[config.mk]
export PLATFORM = sky130hd
export DESIGN_NAME = kanji_rom_slot_mapper_unit_flat
export DESIGN_NICKNAME = d
export VERILOG_FILES = /design/src/krsm_pkg.sv /design/src/krsm_in_if.sv /design/src/krsm_out_if.sv /design/src/krsm_locate.sv /design/src/krsm_valid.sv /design/src/krsm_swap.sv /design/src/kanji_rom_slot_mapper_unit.sv /design/src/flat_wrapper.sv
export SDC_FILE = /design/constraint.sdc
export NUM_CORES = 1
export LEC_CHECK = 0
export BUFFER_PORTS_ARGS = -buffer_cell sky130_fd_sc_hd__buf_2
export CAP_MARGIN = 20
export CORE_MARGIN = 2
export CORE_UTILIZATION = 30
export CTS_CLUSTER_SIZE = 25
export DETAILED_ROUTE_END_ITERATION = 7
export PLACE_DENSITY = 0.52
export SKIP_LAST_GASP = 1
export SYNTH_ARGS = -nofsm -noshare
export SYNTH_HDL_FRONTEND = slang
export SYNTH_SLANG_ARGS = --single-unit
[constraint.sdc]
create_clock -name clk -period 8 [get_ports clk]
set_input_delay 1.2 -clock clk [delete_from_list [all_inputs] [get_ports clk]]
set_output_delay 1.2 -clock clk [all_outputs]
set_load 0.005 [all_outputs]
[src/krsm_pkg.sv]
// Shared types, constants and the Shift-JIS conversion for the kanji ROM slot mapper.
package krsm_pkg;

  localparam int ROW_W = 7;
  localparam int CELL_W = 7;
  localparam int CODE_W = 16;
  localparam int OFF_W = 19;

  // Shift-JIS windows of the font image and their base offsets
  localparam logic [CODE_W-1:0] WIN0_LO = 16'h8140;
  localparam logic [CODE_W-1:0] WIN0_HI = 16'h84c0;
  localparam logic [CODE_W-1:0] WIN1_LO = 16'h8890;
  localparam logic [CODE_W-1:0] WIN1_HI = 16'ha000;
  localparam logic [CODE_W-1:0] WIN2_LO = 16'he040;
  localparam logic [CODE_W-1:0] WIN2_HI = 16'heab0;
  localparam logic [OFF_W-1:0] WIN1_BASE = 19'h07000;
  localparam logic [OFF_W-1:0] WIN2_BASE = 19'h35e00;

  // Location of a code in the font image
  typedef struct packed {
    logic             inwin;
    logic [OFF_W-1:0] offset;
  } loc_t;

  // Standard JIS to Shift-JIS rule
  function automatic logic [CODE_W-1:0] to_sjis(input logic [ROW_W-1:0] hi,
                                                 input logic [CELL_W-1:0] lo);
    logic [7:0] h1;
    logic [7:0] s1;
    logic [7:0] s2;
    h1 = ({1'b0, hi} + 8'd1) >> 1;
    s1 = h1 + ((hi <= 7'h5e) ? 8'h70 : 8'hb0);
    if (hi[0]) begin
      s2 = {1'b0, lo} + ((lo < 7'h60) ? 8'h1f : 8'h20);
    end else begin
      s2 = {1'b0, lo} + 8'h7e;
    end
    return {s1, s2};
  endfunction

endpackage

[src/krsm_in_if.sv]
// Input channel: one JIS code as row and cell.
interface krsm_in_if import krsm_pkg::*; ();
  logic              valid;
  logic              ready;
  logic [ROW_W-1:0]  row;
  logic [CELL_W-1:0] cell_req;

  modport source (output valid, row, cell_req, input ready);
  modport sink (input valid, row, cell_req, output ready);
endinterface

[src/krsm_out_if.sv]
// Result channel: presence, glyph slot offset and swapped codes.
interface krsm_out_if import krsm_pkg::*; ();
  logic              valid;
  logic              ready;
  logic              present;
  logic [OFF_W-1:0]  glyph_offset;
  logic [CODE_W-1:0] font_jis;
  logic [CODE_W-1:0] font_sjis;

  modport source (output valid, present, glyph_offset, font_jis, font_sjis, input ready);
  modport sink (input valid, present, glyph_offset, font_jis, font_sjis, output ready);
endinterface

[src/krsm_locate.sv]
// Shift-JIS window lookup and glyph slot offset.
module krsm_locate import krsm_pkg::*; (
  input  logic [ROW_W-1:0]  row,
  input  logic [CELL_W-1:0] cell_byte,
  output loc_t              loc
);

  logic [CODE_W-1:0] sjis;
  logic [CODE_W-1:0] diff0;
  logic [CODE_W-1:0] diff1;
  logic [CODE_W-1:0] diff2;

  assign sjis  = to_sjis(row, cell_byte);
  assign diff0 = sjis - WIN0_LO;
  assign diff1 = sjis - WIN1_LO;
  assign diff2 = sjis - WIN2_LO;

  // Pick the window, first match wins
  always_comb begin
    loc.inwin  = 1'b1;
    loc.offset = '0;
    priority if (sjis >= WIN0_LO && sjis < WIN0_HI) begin
      loc.offset = {diff0[13:0], 5'b0};
    end else if (sjis >= WIN1_LO && sjis < WIN1_HI) begin
      loc.offset = WIN1_BASE + {diff1[13:0], 5'b0};
    end else if (sjis >= WIN2_LO && sjis < WIN2_HI) begin
      loc.offset = WIN2_BASE + {diff2[13:0], 5'b0};
    end else begin
      loc.inwin = 1'b0;
    end
  end

endmodule

[src/krsm_valid.sv]
// Valid-character check: deleted cell ranges per row and invalid rows.
module krsm_valid import krsm_pkg::*; (
  input  logic [ROW_W-1:0]  row,
  input  logic [CELL_W-1:0] cell_byte,
  output logic              valid_chr
);

  // Deleted cell ranges [lo, hi) for rows 0x22..0x2d, relative to cell 0x20
  localparam logic [6:0] DEL_LO [12][4] = '{
    '{7'h0f, 7'h00, 7'h00, 7'h00},
    '{7'h01, 7'h1a, 7'h3b, 7'h5b},
    '{7'h54, 7'h00, 7'h00, 7'h00},
    '{7'h57, 7'h00, 7'h00, 7'h00},
    '{7'h19, 7'h39, 7'h00, 7'h00},
    '{7'h22, 7'h52, 7'h00, 7'h00},
    '{7'h01, 7'h00, 7'h00, 7'h00},
    '{7'h01, 7'h00, 7'h00, 7'h00},
    '{7'h01, 7'h00, 7'h00, 7'h00},
    '{7'h01, 7'h00, 7'h00, 7'h00},
    '{7'h01, 7'h00, 7'h00, 7'h00},
    '{7'h1f, 7'h37, 7'h5d, 7'h00}
  };
  localparam logic [6:0] DEL_HI [12][4] = '{
    '{7'h5f, 7'h00, 7'h00, 7'h00},
    '{7'h10, 7'h21, 7'h41, 7'h5f},
    '{7'h5f, 7'h00, 7'h00, 7'h00},
    '{7'h5f, 7'h00, 7'h00, 7'h00},
    '{7'h21, 7'h5f, 7'h00, 7'h00},
    '{7'h31, 7'h5f, 7'h00, 7'h00},
    '{7'h5f, 7'h00, 7'h00, 7'h00},
    '{7'h5f, 7'h00, 7'h00, 7'h00},
    '{7'h5f, 7'h00, 7'h00, 7'h00},
    '{7'h5f, 7'h00, 7'h00, 7'h00},
    '{7'h5f, 7'h00, 7'h00, 7'h00},
    '{7'h20, 7'h3f, 7'h5f, 7'h00}
  };

  logic [6:0] row_ofs;
  logic [3:0] idx;
  logic [6:0] dcell;
  logic       deleted;

  assign row_ofs = row - 7'h22;
  assign idx     = row_ofs[3:0];
  assign dcell   = cell_byte - 7'h20;

  // Match the cell against the four ranges of its row
  always_comb begin
    deleted = 1'b0;
    if (row >= 7'h22 && row <= 7'h2d) begin
      for (int k = 0; k < 4; k++) begin
        if (dcell >= DEL_LO[idx][k] && dcell < DEL_HI[idx][k]) begin
          deleted = 1'b1;
        end
      end
    end
  end

  // Row rules, first match wins
  always_comb begin
    priority if (row >= 7'h22 && row <= 7'h2d) begin
      valid_chr = (cell_byte < 7'h20) || !deleted;
    end else if (row == 7'h4f) begin
      valid_chr = cell_byte < 7'h54;
    end else if (row == 7'h7c) begin
      valid_chr = (cell_byte != 7'h6f) && (cell_byte != 7'h70);
    end else if (row == 7'h2e || row == 7'h2f || (row >= 7'h74 && row <= 7'h78) ||
                 row >= 7'h7d) begin
      valid_chr = 1'b0;
    end else begin
      valid_chr = 1'b1;
    end
  end

endmodule

[src/krsm_swap.sv]
// Code swap through the 1978/1983 and 1983/1990 pair tables, then Shift-JIS.
module krsm_swap import krsm_pkg::*; (
  input  logic [ROW_W-1:0]  row,
  input  logic [CELL_W-1:0] cell_byte,
  output logic [CODE_W-1:0] font_jis,
  output logic [CODE_W-1:0] font_sjis
);

  localparam logic [CODE_W-1:0] SW78_A [4] = '{16'h3646, 16'h4b6a, 16'h4d5a, 16'h596a};
  localparam logic [CODE_W-1:0] SW78_B [4] = '{16'h7421, 16'h7422, 16'h7423, 16'h7424};
  localparam logic [CODE_W-1:0] SW90_A [22] = '{
    16'h724d, 16'h7274, 16'h695a, 16'h5978, 16'h635e, 16'h5e75, 16'h6b5d, 16'h7074,
    16'h6268, 16'h6922, 16'h7057, 16'h6c4d, 16'h5464, 16'h626a, 16'h5b6d, 16'h5e39,
    16'h6d6e, 16'h6a24, 16'h5b58, 16'h5056, 16'h692e, 16'h6446
  };
  localparam logic [CODE_W-1:0] SW90_B [22] = '{
    16'h3033, 16'h3229, 16'h3342, 16'h3349, 16'h3376, 16'h3443, 16'h3452, 16'h375b,
    16'h395c, 16'h3c49, 16'h3f59, 16'h4128, 16'h445b, 16'h4557, 16'h456e, 16'h4573,
    16'h4676, 16'h4768, 16'h4930, 16'h4b79, 16'h4c79, 16'h4f36
  };

  logic [CODE_W-1:0] jis;
  logic [CODE_W-1:0] jis78;
  logic [CODE_W-1:0] jis90;

  assign jis = {1'b0, row, 1'b0, cell_byte};

  // First table: scan from the end so the earliest matching pair wins
  always_comb begin
    jis78 = jis;
    for (int k = 3; k >= 0; k--) begin
      if (jis == SW78_A[k]) begin
        jis78 = SW78_B[k];
      end else if (jis == SW78_B[k]) begin
        jis78 = SW78_A[k];
      end
    end
  end

  // Second table on the result of the first
  always_comb begin
    jis90 = jis78;
    for (int k = 21; k >= 0; k--) begin
      if (jis78 == SW90_A[k]) begin
        jis90 = SW90_B[k];
      end else if (jis78 == SW90_B[k]) begin
        jis90 = SW90_A[k];
      end
    end
  end

  assign font_jis  = jis90;
  assign font_sjis = to_sjis(jis90[14:8], jis90[6:0]);

endmodule

[src/kanji_rom_slot_mapper_unit.sv]
// Kanji ROM slot mapper top level: input register, mapping logic, result register.
//
// Takes one JIS X 0208 code (row and cell) per transaction and returns one result: a present
// flag, the byte offset of the code's 32-byte glyph slot in the font image, and the code after
// the 1978/1983 and 1983/1990 swaps in JIS and Shift-JIS form. Codes outside the three
// Shift-JIS windows or failing the valid-character rules come back with present low and all
// other fields zero. The block takes one transaction per cycle while the result side drains; a result
// passes from the input register through the single stage of table logic into the result register
// before it is presented. Stalls on the result side back up through both registers.
module kanji_rom_slot_mapper_unit import krsm_pkg::*; (
  input  logic       clk,
  input  logic       rst_n,
  krsm_in_if.sink    in_ch,
  krsm_out_if.source out_ch
);

  logic              adv;
  logic              in_take;
  logic              s1_vld_r;
  logic              s1_vld_nxt;
  logic [ROW_W-1:0]  row_r;
  logic [ROW_W-1:0]  row_nxt;
  logic [CELL_W-1:0] cell_r;
  logic [CELL_W-1:0] cell_nxt;
  logic              out_vld_r;
  logic              out_vld_nxt;
  logic              present_r;
  logic              present_nxt;
  logic [OFF_W-1:0]  offset_r;
  logic [OFF_W-1:0]  offset_nxt;
  logic [CODE_W-1:0] jis_r;
  logic [CODE_W-1:0] jis_nxt;
  logic [CODE_W-1:0] sjis_r;
  logic [CODE_W-1:0] sjis_nxt;

  loc_t              loc;
  logic              valid_chr;
  logic              hit;
  logic [CODE_W-1:0] font_jis;
  logic [CODE_W-1:0] font_sjis;

  // Advance the pipe when the result register is free or being drained
  assign adv          = !out_vld_r || out_ch.ready;
  assign in_ch.ready  = adv || !s1_vld_r;
  assign in_take      = in_ch.valid && in_ch.ready;

  krsm_locate u_locate (
    .row       (row_r),
    .cell_byte (cell_r),
    .loc       (loc)
  );

  krsm_valid u_valid (
    .row       (row_r),
    .cell_byte (cell_r),
    .valid_chr (valid_chr)
  );

  krsm_swap u_swap (
    .row       (row_r),
    .cell_byte (cell_r),
    .font_jis  (font_jis),
    .font_sjis (font_sjis)
  );

  assign hit = loc.inwin && valid_chr;

  // Next values of the input and result registers
  always_comb begin
    s1_vld_nxt  = s1_vld_r;
    row_nxt     = row_r;
    cell_nxt    = cell_r;
    out_vld_nxt = out_vld_r;
    present_nxt = present_r;
    offset_nxt  = offset_r;
    jis_nxt     = jis_r;
    sjis_nxt    = sjis_r;
    if (adv) begin
      out_vld_nxt = s1_vld_r;
      present_nxt = hit;
      offset_nxt  = hit ? loc.offset : '0;
      jis_nxt     = hit ? font_jis : '0;
      sjis_nxt    = hit ? font_sjis : '0;
    end
    if (adv || !s1_vld_r) begin
      s1_vld_nxt = in_take;
    end
    if (in_take) begin
      row_nxt  = in_ch.row;
      cell_nxt = in_ch.cell_req;
    end
  end

  // Hold control state under reset; payload needs none
  always_ff @(posedge clk) begin
    if (!rst_n) begin
      s1_vld_r  <= 1'b0;
      out_vld_r <= 1'b0;
    end else begin
      s1_vld_r  <= s1_vld_nxt;
      out_vld_r <= out_vld_nxt;
    end
  end

  always_ff @(posedge clk) begin
    row_r     <= row_nxt;
    cell_r    <= cell_nxt;
    present_r <= present_nxt;
    offset_r  <= offset_nxt;
    jis_r     <= jis_nxt;
    sjis_r    <= sjis_nxt;
  end

  assign out_ch.valid        = out_vld_r;
  assign out_ch.present      = present_r;
  assign out_ch.glyph_offset = offset_r;
  assign out_ch.font_jis     = jis_r;
  assign out_ch.font_sjis    = sjis_r;

endmodule

[src/flat_wrapper.sv]
// flat-port wrapper written by rule: the top's interface ports become plain ports
module kanji_rom_slot_mapper_unit_flat import krsm_pkg::*;
  (clk, rst_n, in_ch_valid, in_ch_row, in_ch_cell_req, in_ch_ready, out_ch_valid, out_ch_present, out_ch_glyph_offset, out_ch_font_jis, out_ch_font_sjis, out_ch_ready);
  krsm_in_if in_ch_i ();
  krsm_out_if out_ch_i ();
  input  logic clk;
  input  logic rst_n;
  input wire logic [$bits(in_ch_i.valid)-1:0] in_ch_valid;
  input wire logic [$bits(in_ch_i.row)-1:0] in_ch_row;
  input wire logic [$bits(in_ch_i.cell_req)-1:0] in_ch_cell_req;
  output wire logic [$bits(in_ch_i.ready)-1:0] in_ch_ready;
  output wire logic [$bits(out_ch_i.valid)-1:0] out_ch_valid;
  output wire logic [$bits(out_ch_i.present)-1:0] out_ch_present;
  output wire logic [$bits(out_ch_i.glyph_offset)-1:0] out_ch_glyph_offset;
  output wire logic [$bits(out_ch_i.font_jis)-1:0] out_ch_font_jis;
  output wire logic [$bits(out_ch_i.font_sjis)-1:0] out_ch_font_sjis;
  input wire logic [$bits(out_ch_i.ready)-1:0] out_ch_ready;
  assign in_ch_i.valid = in_ch_valid;
  assign in_ch_i.row = in_ch_row;
  assign in_ch_i.cell_req = in_ch_cell_req;
  assign in_ch_ready = in_ch_i.ready;
  assign out_ch_valid = out_ch_i.valid;
  assign out_ch_present = out_ch_i.present;
  assign out_ch_glyph_offset = out_ch_i.glyph_offset;
  assign out_ch_font_jis = out_ch_i.font_jis;
  assign out_ch_font_sjis = out_ch_i.font_sjis;
  assign out_ch_i.ready = out_ch_ready;
  kanji_rom_slot_mapper_unit u_core (.clk(clk), .rst_n(rst_n), .in_ch(in_ch_i), .out_ch(out_ch_i));
endmodule
After elaboration in Yosys (flattened, before gate mapping):

Memories as Yosys holds them, arrays and structs flattened.
Index checks and enable logic that the tools add are counted.

* input bits: 18
* logic and storage cells: 213
* bits in registers: 68
* memories kept: 2
* ROM bits: 896
* output and inout bits: 54

* $lt $le $gt $ge: 26
* reductions and logical operators: 23
* muxes and demuxes: 77
* equal/unequal tests: 58
* add/sub/neg operators: 15
* bitwise operators: 2

Memory list
* (no name shown): depth 16, width 28, rd ports 1, clocked after memory_dff 0, wr ports 0, RTL line krsm_valid.sv:52 `if (dcell >= DEL_LO[idx][k] && dcell < DEL_HI[idx][k]) begin`
* (no name shown): depth 16, width 28, rd ports 1, clocked after memory_dff 0, wr ports 0, RTL line krsm_valid.sv:52

Operators by type and width (count)
* 15-bit two-way mux: 45
* 16-bit by 15-bit == test with 1-bit output (second input constant): 33
* 16-bit by 14-bit == test with 1-bit output (second input constant): 11
* 16-bit two-way mux: 7
* 28-bit two-way mux: 4
* 14-bit == test (second input constant): 7
* 19-bit two-way mux: 3
* 16-bit greater-or-equal comparator (second input constant): 3
* 16-bit less-than comparator (second input constant): 3
* 45-bit OR reduction: 1
* 8-bit two-way mux: 4
* 7-bit greater-or-equal comparator: 4
* 7-bit less-than comparator: 4
* 7-bit less-or-equal comparator (second input constant): 3
* 7-bit less-than comparator (second input constant): 3
* 15-bit by 19-bit adder with 19-bit output (first input constant): 1
* 18-bit by 19-bit adder with 19-bit output (first input constant): 1
* 7-bit by 1-bit adder with 8-bit output (second input constant): 2
* 7-bit by 6-bit adder with 8-bit output: 2
* 7-bit by 7-bit adder with 8-bit output (second input constant): 2
* 7-bit by 8-bit adder with 8-bit output: 2
* 14-bit by 13-bit == test with 1-bit output (second input constant): 1
* 7-bit by 6-bit == test with 1-bit output (second input constant): 2
* 7-bit == test (second input constant): 2
* 19 further kinds: 51

Depth between registers and ports, before layout:

Gate-level depths: netlist of the first run.

* word-level depth: 58
* gate-level depth with buffers: 30
* mapped depth without buffers: 26

Cells and area by module:

Synthesis of the first run repeated with hierarchy kept, for this count alone.

* cells, all modules: 1280
* area total of the unflattened synthesis: 10221.1 um2

Modules (own cells, without submodules)
* krsm_swap: area an instance 4096.4 um2, seq. area each 0.0 um2, cells an instance 652, times used 1
* kanji_rom_slot_mapper_unit: area an instance 2492.4 um2, seq. area each 2021.9 um2, cells an instance 137, times used 1
* krsm_locate: area an instance 2149.6 um2, seq. area each 0.0 um2, cells an instance 297, times used 1
* krsm_valid: area an instance 1482.7 um2, seq. area each 0.0 um2, cells an instance 194, times used 1

Worst setup path before layout of the first run:

Ideal clock, no wire load.

* path type: flip-flop to flip-flop
* from: register u_core.cell_r[5]
* to: register u_core.sjis_r[15], in the netlist u_core.out_ch.font_sjis[15], data pin
* cell stages (with the launch flop): 24
* setup slack: 2.429 ns
* path buffers: 2
* arrival: 5.436 ns
* cell sequence: edfxtp_1 -> ha_1 -> inv_1 -> ha_1 -> fa_1 -> a21oi_1 -> o21bai_1 -> a21o_1 -> a21o_1 -> a21oi_1 -> xnor2_1 -> inv_1 -> ha_1 -> buf_1 -> inv_1 -> or4_1 -> clkbuf_1 -> a21oi_1 -> a2111oi_1 -> nor3_1 -> a211o_1 -> or4_1 -> mux2_1 -> nand3_1

* word-level cells in the longest chain between the ends: 57

RTL lines
* from (decl): RTL line kanji_rom_slot_mapper_unit.sv:23 `logic [CELL_W-1:0] cell_r;`
* from (signal assigned): RTL line kanji_rom_slot_mapper_unit.sv:107 `cell_r <= cell_nxt;`
* 14-bit == test: RTL line krsm_swap.sv:34 `end else if (jis == SW78_B[k]) begin`
* 15-bit two-way mux: RTL line krsm_swap.sv:34
* 16-bit two-way mux: RTL line krsm_swap.sv:32 `if (jis == SW78_A[k]) begin`
* 16-bit two-way mux: RTL line krsm_swap.sv:34
* 16-bit two-way mux: RTL line krsm_swap.sv:32
* 16-bit two-way mux: RTL line krsm_swap.sv:34
* 16-bit two-way mux: RTL line krsm_swap.sv:32
* 16-bit two-way mux: RTL line krsm_swap.sv:34
* (+41 left out)
* 15-bit two-way mux: RTL line krsm_swap.sv:44 `if (jis78 == SW90_A[k]) begin`
* 15-bit two-way mux: RTL line krsm_swap.sv:46 `end else if (jis78 == SW90_B[k]) begin`
* 15-bit two-way mux: RTL line krsm_swap.sv:44
* 15-bit two-way mux: RTL line krsm_swap.sv:46
* 15-bit two-way mux: RTL line krsm_swap.sv:44
* 7-bit less-or-equal comparator: RTL line krsm_pkg.sv:32 `s1 = h1 + ((hi <= 7'h5e) ? 8'h70 : 8'hb0);`
* 8-bit two-way mux: RTL line krsm_pkg.sv:32
* 7-bit by 8-bit adder with 8-bit output: RTL line krsm_pkg.sv:32
* to (signal assigned): RTL line kanji_rom_slot_mapper_unit.sv:111 `sjis_r <= sjis_nxt;`
* to (decl): RTL line kanji_rom_slot_mapper_unit.sv:33 `logic [CODE_W-1:0] sjis_r;`

Several ways; a longest one is shown, not always the timed one.
A chain may end at the register's enable or synchronous reset.

Final worst setup path of the first run:

* from: register u_core.row_r[1]
* to: register u_core.sjis_r[6], in the netlist u_core.out_ch.font_sjis[6], data pin

* word-level cells in the longest chain between the ends: 58

RTL lines
* from (decl): RTL line kanji_rom_slot_mapper_unit.sv:21 `logic [ROW_W-1:0] row_r;`
* from (signal assigned): RTL line kanji_rom_slot_mapper_unit.sv:106 `row_r <= row_nxt;`
* 14-bit == test: RTL line krsm_swap.sv:34
* 15-bit two-way mux: RTL line krsm_swap.sv:34
* 16-bit two-way mux: RTL line krsm_swap.sv:32
* 16-bit two-way mux: RTL line krsm_swap.sv:34
* 16-bit two-way mux: RTL line krsm_swap.sv:32
* 16-bit two-way mux: RTL line krsm_swap.sv:34
* 16-bit two-way mux: RTL line krsm_swap.sv:32
* 16-bit two-way mux: RTL line krsm_swap.sv:34
* (+42 left out)
* 15-bit two-way mux: RTL line krsm_swap.sv:46
* 15-bit two-way mux: RTL line krsm_swap.sv:44
* 15-bit two-way mux: RTL line krsm_swap.sv:46
* 15-bit two-way mux: RTL line krsm_swap.sv:44
* 7-bit less-than comparator: RTL line krsm_pkg.sv:34 `s2 = {1'b0, lo} + ((lo < 7'h60) ? 8'h1f : 8'h20);`
* 6-bit two-way mux: RTL line krsm_pkg.sv:34
* 7-bit by 6-bit adder with 8-bit output: RTL line krsm_pkg.sv:34
* 8-bit two-way mux: RTL line krsm_pkg.sv:33 `if (hi[0]) begin`

Several ways; a longest one is shown, not always the timed one. The select of a mux whose other input is x is not followed.

==> results of run 1 <==
## cell usage after synthesis (all sizes together), types with 16 or more instances
cell	count	share of area (%)
nand4	43	3.0
nand3	66	3.7
nor4	48	4.3
or4	21	1.8
a21oi	83	4.6
a31oi	16	1.1
nor2	114	4.7
inv	42	1.7
ha	88	12
or3	17	1.3
o21a	17	1.4
clkbuf	27	1.1
buf	40	2.5
edfxtp	59	19
nor3	64	3.8
nand2	89	3.6
a21o	27	2.2
o21ai	56	3.0
xnor2	34	3.2
## metrics by stage
stage	hold WS, ns	utilization [%]	std cells
floorplan	0.463	-	1205
global route	0.539	34.0	1650
detailed placement	0.484	33.0	1632
finish	0.504	34.0	1650
CTS	0.509	33.9	1648
global placement	0.488	33.0	1632
## power by group
group          internal [mW]  total [mW]  switching (mW)
registers              0.383       0.405          0.0215
logic                  0.169       0.446           0.277
clock network          0.211       0.369           0.158
## worst max path at each step
stage / start / end / depth (start not counted)
after global placement: u_core.row_r[1] / u_core.out_ch.font_sjis[6] / 25
after CTS: u_core.row_r[1] / u_core.out_ch.font_sjis[6] / 25
after detailed placement: u_core.row_r[1] / u_core.out_ch.font_sjis[6] / 25
after global routing: u_core.row_r[1] / u_core.out_ch.font_sjis[6] / 25
final: u_core.row_r[1] / u_core.out_ch.font_sjis[6] / 25
after floorplan: u_core.cell_r[5] / u_core.out_ch.font_sjis[15] / 23
## final cells by class
cell class / count / area, µm²
inverter: 44 / 165
multi-input combinational: 1033 / 7070
tap: 396 / 495
fill: 3249 / 20300
clock buffer: 9 / 225
sequential: 61 / 1810
timing repair buffer: 100 / 593
clock inverter: 7 / 48.8
## flip-flops by register name, indices dropped and copies added (netlist names)
name,cells
u_core.out_ch.font_sjis,16
u_core.out_ch.font_jis,14
u_core.out_ch.glyph_offset,14
u_core.cell_r,7
u_core.row_r,7
u_core.out_ch.present,1
u_core.out_ch.valid,1
u_core.s1_vld_r,1
## routing by layer
layer  vias to the layer above  global-route usage, %  wire (µm)
met4                         0                   7.32       1360
met2                       565                   32.7      15200
li1                       4697                      -          -
met5                         -                      0          0
met1                      4709                   30.5      16100
met3                       111                   4.04       3130
## logic make-up after synthesis
logic type,after synthesis,synth area share [%]
AOI/OAI and AO/OA,302,21.8
xor gates and xnor gates,46,4.30
adders and majority gates,90,12.2
buffers and inverters,111,5.35
DFF,61,19.4
muxes,4,0.455
other,1,0.0401
and+or+nand+nor,584,36.5
==> impl_metrics.csv, run 1 <==
group,metric,value,unit
pwr,p_leak,4.29,nW
clocking,post_cts_resized,0,
route,firstDrtPassIters,6,
route,routedWlPerCell,21.7,µm
timing,finalSetupTns,0,ns
clocking,cts.path.max_buffers,2,
synthesis,yosysWarnings,0,
setup_path,crit_path_end_kind,"register",
placed_design,postPlaceCellArea,10100,µm²
setup_path,critPathBufInv,2,
synthesis,netlist_area,9360,µm²
timing,period_needed,7.29,ns
setup_path,critPathArrivalTime,7.37,ns
setup_path,critPathLaunchType,"register",
synthesis,ys.flop_type,"edfxtp_1",
finish,nets,1357,
global_route,grt_pass1_wl,56300,µm
route,ant_nets,0,
clocking,cts_made_buffers,9,
global_route,grtUsageTotal,21.5,%
synthesis,synth_cell_type_count,107,
global_route,first_global_vias,9499,
setup_path,critical_path_class,"reg2reg",
setup_path,cpMaxStageDelayCell,"nor3_1",
route,vias,10082,
clocking,h-tree-depth,3,
timing,timing.final.crit_share,91.2,%
setup_path,critical_path.top_delay_family,"simple AND/OR/NAND/NOR gates",
placed_design,dpl.hpwl,28200,µm
global_route,antenna_found_initial,0,
finish,diodes,0,
placed_design,gp_congestion,1.05,
floorplanning,dieWidth,181,µm
route,first_iter_violations,1279,
synthesis,ys_seq_elements,61,
clocking,post-cts-setup-buffers,0,
floorplanning,ioPinCount,72,
placed_design,portBuffers,64,
synthesis,synth_edf_count,59,
floorplanning,die_h,181,µm
finish,fin_area,10400,µm²
route,drc_errors,0,
clocking,holdBufCountCts,0,
synthesis,async_flop_share,0,%
setup_path,rr_endpoint,"u_core.out_ch.font_sjis[6]",
timing,layout_setup_ws,0.706,ns
hold_path,min_from,"u_core.s1_vld_r",
flow_run,maxCapViolCount,0,
finish,drive_gt1_share,13.9,%
timing,rsz0062_at_grt,"false",
setup_path,rr_worst_depth,25,
clocking,clkTransAtPathRegs,0.06,ns
timing,worstMarginPinSlew,0.959,ns
synthesis,seq_area_frac_synth,19.4,%
finish,final_cell_mix,"113 x nor2_1, 88 x nand2_1, 88 x ha_1, 79 x a21oi_1, 65 x buf_2",
global_route,overflow,0,
clocking,clock_sinks,61,
route,vias_per_cell,6.11,
clocking,clk_latency,0.33,ns
setup_path,regToRegSetupSlack,0.71,ns
setup_path,path_max_fanout,11,
timing,fmax,0.137,GHz
finish,final_common_cell,"nor2_1",
floorplanning,placementRows,64,
timing,slew_violations,0,
floorplanning,dieArea,32600,µm²
timing,finalHoldViolCount,0,
route,wl,35800,µm
placed_design,post-place-ws,0.919,ns
finish,area_growth,11.3,%
hold_path,holdCritPathClass,"reg2reg",
floorplanning,core,30700,µm²
setup_path,worstPathRequired,8.08,ns
run_status,status,"complete, no violations",
pwr,p_per_area,117,nW/µm²
pwr,total_power,1.22,mW
setup_path,r2r_start,"u_core.row_r[1]",
global_route,grt_max_degree,46,
setup_path,cpPeakStageDelay,0.65,ns
timing,worst_clock_skew,0.00945,ns
pwr,irDropWorstVdd,0.0000941,V
clocking,cts_tree,"done",
hold_path,holdPathStages,1,
timing,setup_viol,0,
floorplanning,initial_core_util,30.5,%
timing,relSlewSlack,36.0,%
synthesis,syn_inst,1199,
synthesis,syn_area_per_cell,7.81,µm²
hold_path,hold_end,"u_core.out_ch.valid",
clocking,clockRootBuffer,"clkbuf_16",
Note: power is estimated with default switching activity, not from simulation.
==> run 2: changes to the inputs <==
- MAX_ROUTING_LAYER: unset -> met4
==> impl_metrics.csv, run 2 (synthesized netlist as in run 1, its figures left out) <==
group,metric,value,unit
run_status,status,"complete, no violations",
global_route,antenna_found_initial,0,
timing,timing.final.crit_share,92.6,%
floorplanning,placementRows,64,
clocking,holdBufCountCts,0,
route,vias,10146,
placed_design,portBuffers,64,
pwr,p_leak,4.26,nW
pwr,intPower,0.790,mW
clocking,clkTransAtPathRegs,0.06,ns
route,ant_nets,0,
finish,largest_reg_flops,16,
clocking,h-tree-depth,3,
route,wl,37100,µm
setup_path,worstPathRequired,8.17,ns
pwr,p_clk_share,31.7,%
setup_path,crit_path_end_kind,"register",
finish,drive_gt1_share,13.5,%
timing,finalHoldViolCount,0,
global_route,grtUsageTotal,23.2,%
timing,layout_setup_ws,0.593,ns
clocking,clock_sinks,61,
global_route,overflow,0,
finish,final_cell_mix,"113 x nor2_1, 88 x nand2_1, 88 x ha_1, 79 x a21oi_1, 65 x buf_2",
timing,worst_clock_skew,0.00814,ns
floorplanning,dieWidth,181,µm
finish,final.fill_count,3340,
clocking,clk_latency,0.35,ns
pwr,irDropWorstVdd,0.0000863,V
finish,area_growth,11.1,%
timing,rsz0062_at_grt,"false",
setup_path,critical_path_class,"reg2reg",
route,first_iter_violations,1319,
pwr,p_sw,0.458,mW
global_route,first_global_vias,9709,
floorplanning,core,30700,µm²
pwr,pwr-share-comb,35.8,%
timing,finalSetupTns,0,ns
clocking,post_cts_resized,0,
placed_design,postPlaceCellArea,10100,µm²
pwr,total_power,1.25,mW
timing,worstMarginPinSlew,1.06,ns
route,firstDrtPassIters,5,
clocking,cts_made_buffers,9,
global_route,grt_max_degree,46,
placed_design,post-place-ws,0.910,ns
hold_path,holdCritPathClass,"reg2reg",
setup_path,critPathLaunchType,"register",
clocking,clockRootBuffer,"clkbuf_16",
clocking,post-cts-setup-buffers,0,
clocking,cts.path.max_buffers,2,
pwr,power_frac_seq,32.5,%
timing,slew_violations,0,
timing,fmax,0.135,GHz
global_route,grt_pass1_wl,58200,µm
finish,fin_area,10400,µm²
placed_design,dpl.hpwl,29100,µm
setup_path,path_max_fanout,16,
placed_design,gp_congestion,1.04,
floorplanning,ioPinCount,72,
route,routedWlPerCell,22.6,µm
clocking,cts_tree,"done",
finish,nets,1353,
pwr,netSwitchingFraction,36.7,%
finish,diodes,0,
floorplanning,die_h,181,µm
flow_run,maxCapViolCount,0,
finish,final_common_cell,"nor2_1",
setup_path,regToRegSetupSlack,0.59,ns
timing,period_needed,7.41,ns
floorplanning,dieArea,32600,µm²
timing,relSlewSlack,29.2,%
pwr,p_per_area,120,nW/µm²
route,drc_errors,0,
timing,setup_viol,0,
setup_path,critPathArrivalTime,7.58,ns
route,vias_per_cell,6.16,
floorplanning,initial_core_util,30.5,%
run 2: critical path, cell delays in order, from the launching register on:
cell and delay [ns]:
edfxtp_1 0.50, inv_1 0.31, ha_1 0.31, nor2b_1 0.70, and4_1 0.51, nor3_1 0.18, a31oi_2 0.46, nand2_1 0.53
nor4_1 0.87, nor4_1 0.17, nand4_1 0.14, a21oi_1 0.08, o21bai_1 0.16, nand3_1 0.25, or2_2 0.43, ha_1 0.30
a21o_1 0.16, a21oi_1 0.24, o21bai_1 0.10, a21oi_1 0.20, nor3b_1 0.08, a311o_1 0.33, a211oi_1 0.21
run 2: layer usage:
layer  routed length, µm  global-route usage, %  part of all wire [%]  vias up
met2               15700                   33.9                    42      524
met1               16900                   31.4                    45     4811
li1                    -                      -                     -     4692
met4                1400                   8.77                   3.8        0
met5                   0                      -                     0        -
met3                3130                   4.59                   8.4      119
run 2: power groups by stage:
stage | logic, mW | registers (mW) | clock network [mW]
final | 0.447 | 0.405 | 0.395
after global placement | 0.441 | 0.411 | 0
after global routing | 0.499 | 0.409 | 0.421
after detailed placement | 0.439 | 0.412 | 0
after floorplan | 0.314 | 0.405 | 0
after CTS | 0.441 | 0.405 | 0.408
run 2: final cells by class:
| class | instances | area, µm² | area share, % |
|---|---|---|---|
| inverters | 44 | 165 | 1.59 |
| flip-flops and latches | 61 | 1810 | 17.4 |
| clock inverters | 7 | 63.8 | 0.614 |
| clock buffers | 9 | 225 | 2.17 |
| multi-input cells | 1033 | 7070 | 68.1 |
| well taps | 396 | 495 | 4.77 |
| repair buffers | 96 | 558 | 5.37 |
run 2: final timing paths:
| check | startpoint | to | cells after the start |
|---|---|---|---|
| worst max register to register | u_core.row_r[1] | u_core.out_ch.font_sjis[5] | 22 |
| worst max-delay path | u_core.row_r[1] | u_core.out_ch.font_sjis[5] | 22 |
| worst min-delay path | u_core.s1_vld_r | u_core.out_ch.valid | 1 |
| worst min register to register | u_core.s1_vld_r | u_core.out_ch.valid | 1 |
run 2: metrics by stage:
stage,util (%),hold WS [ns],instances
after floorplan,-,0.463,1205
after global placement,32.9,0.486,1629
after detailed placement,32.9,0.489,1630
after CTS,33.9,0.509,1646
after global routing,33.9,0.545,1646
final,33.9,0.503,1646
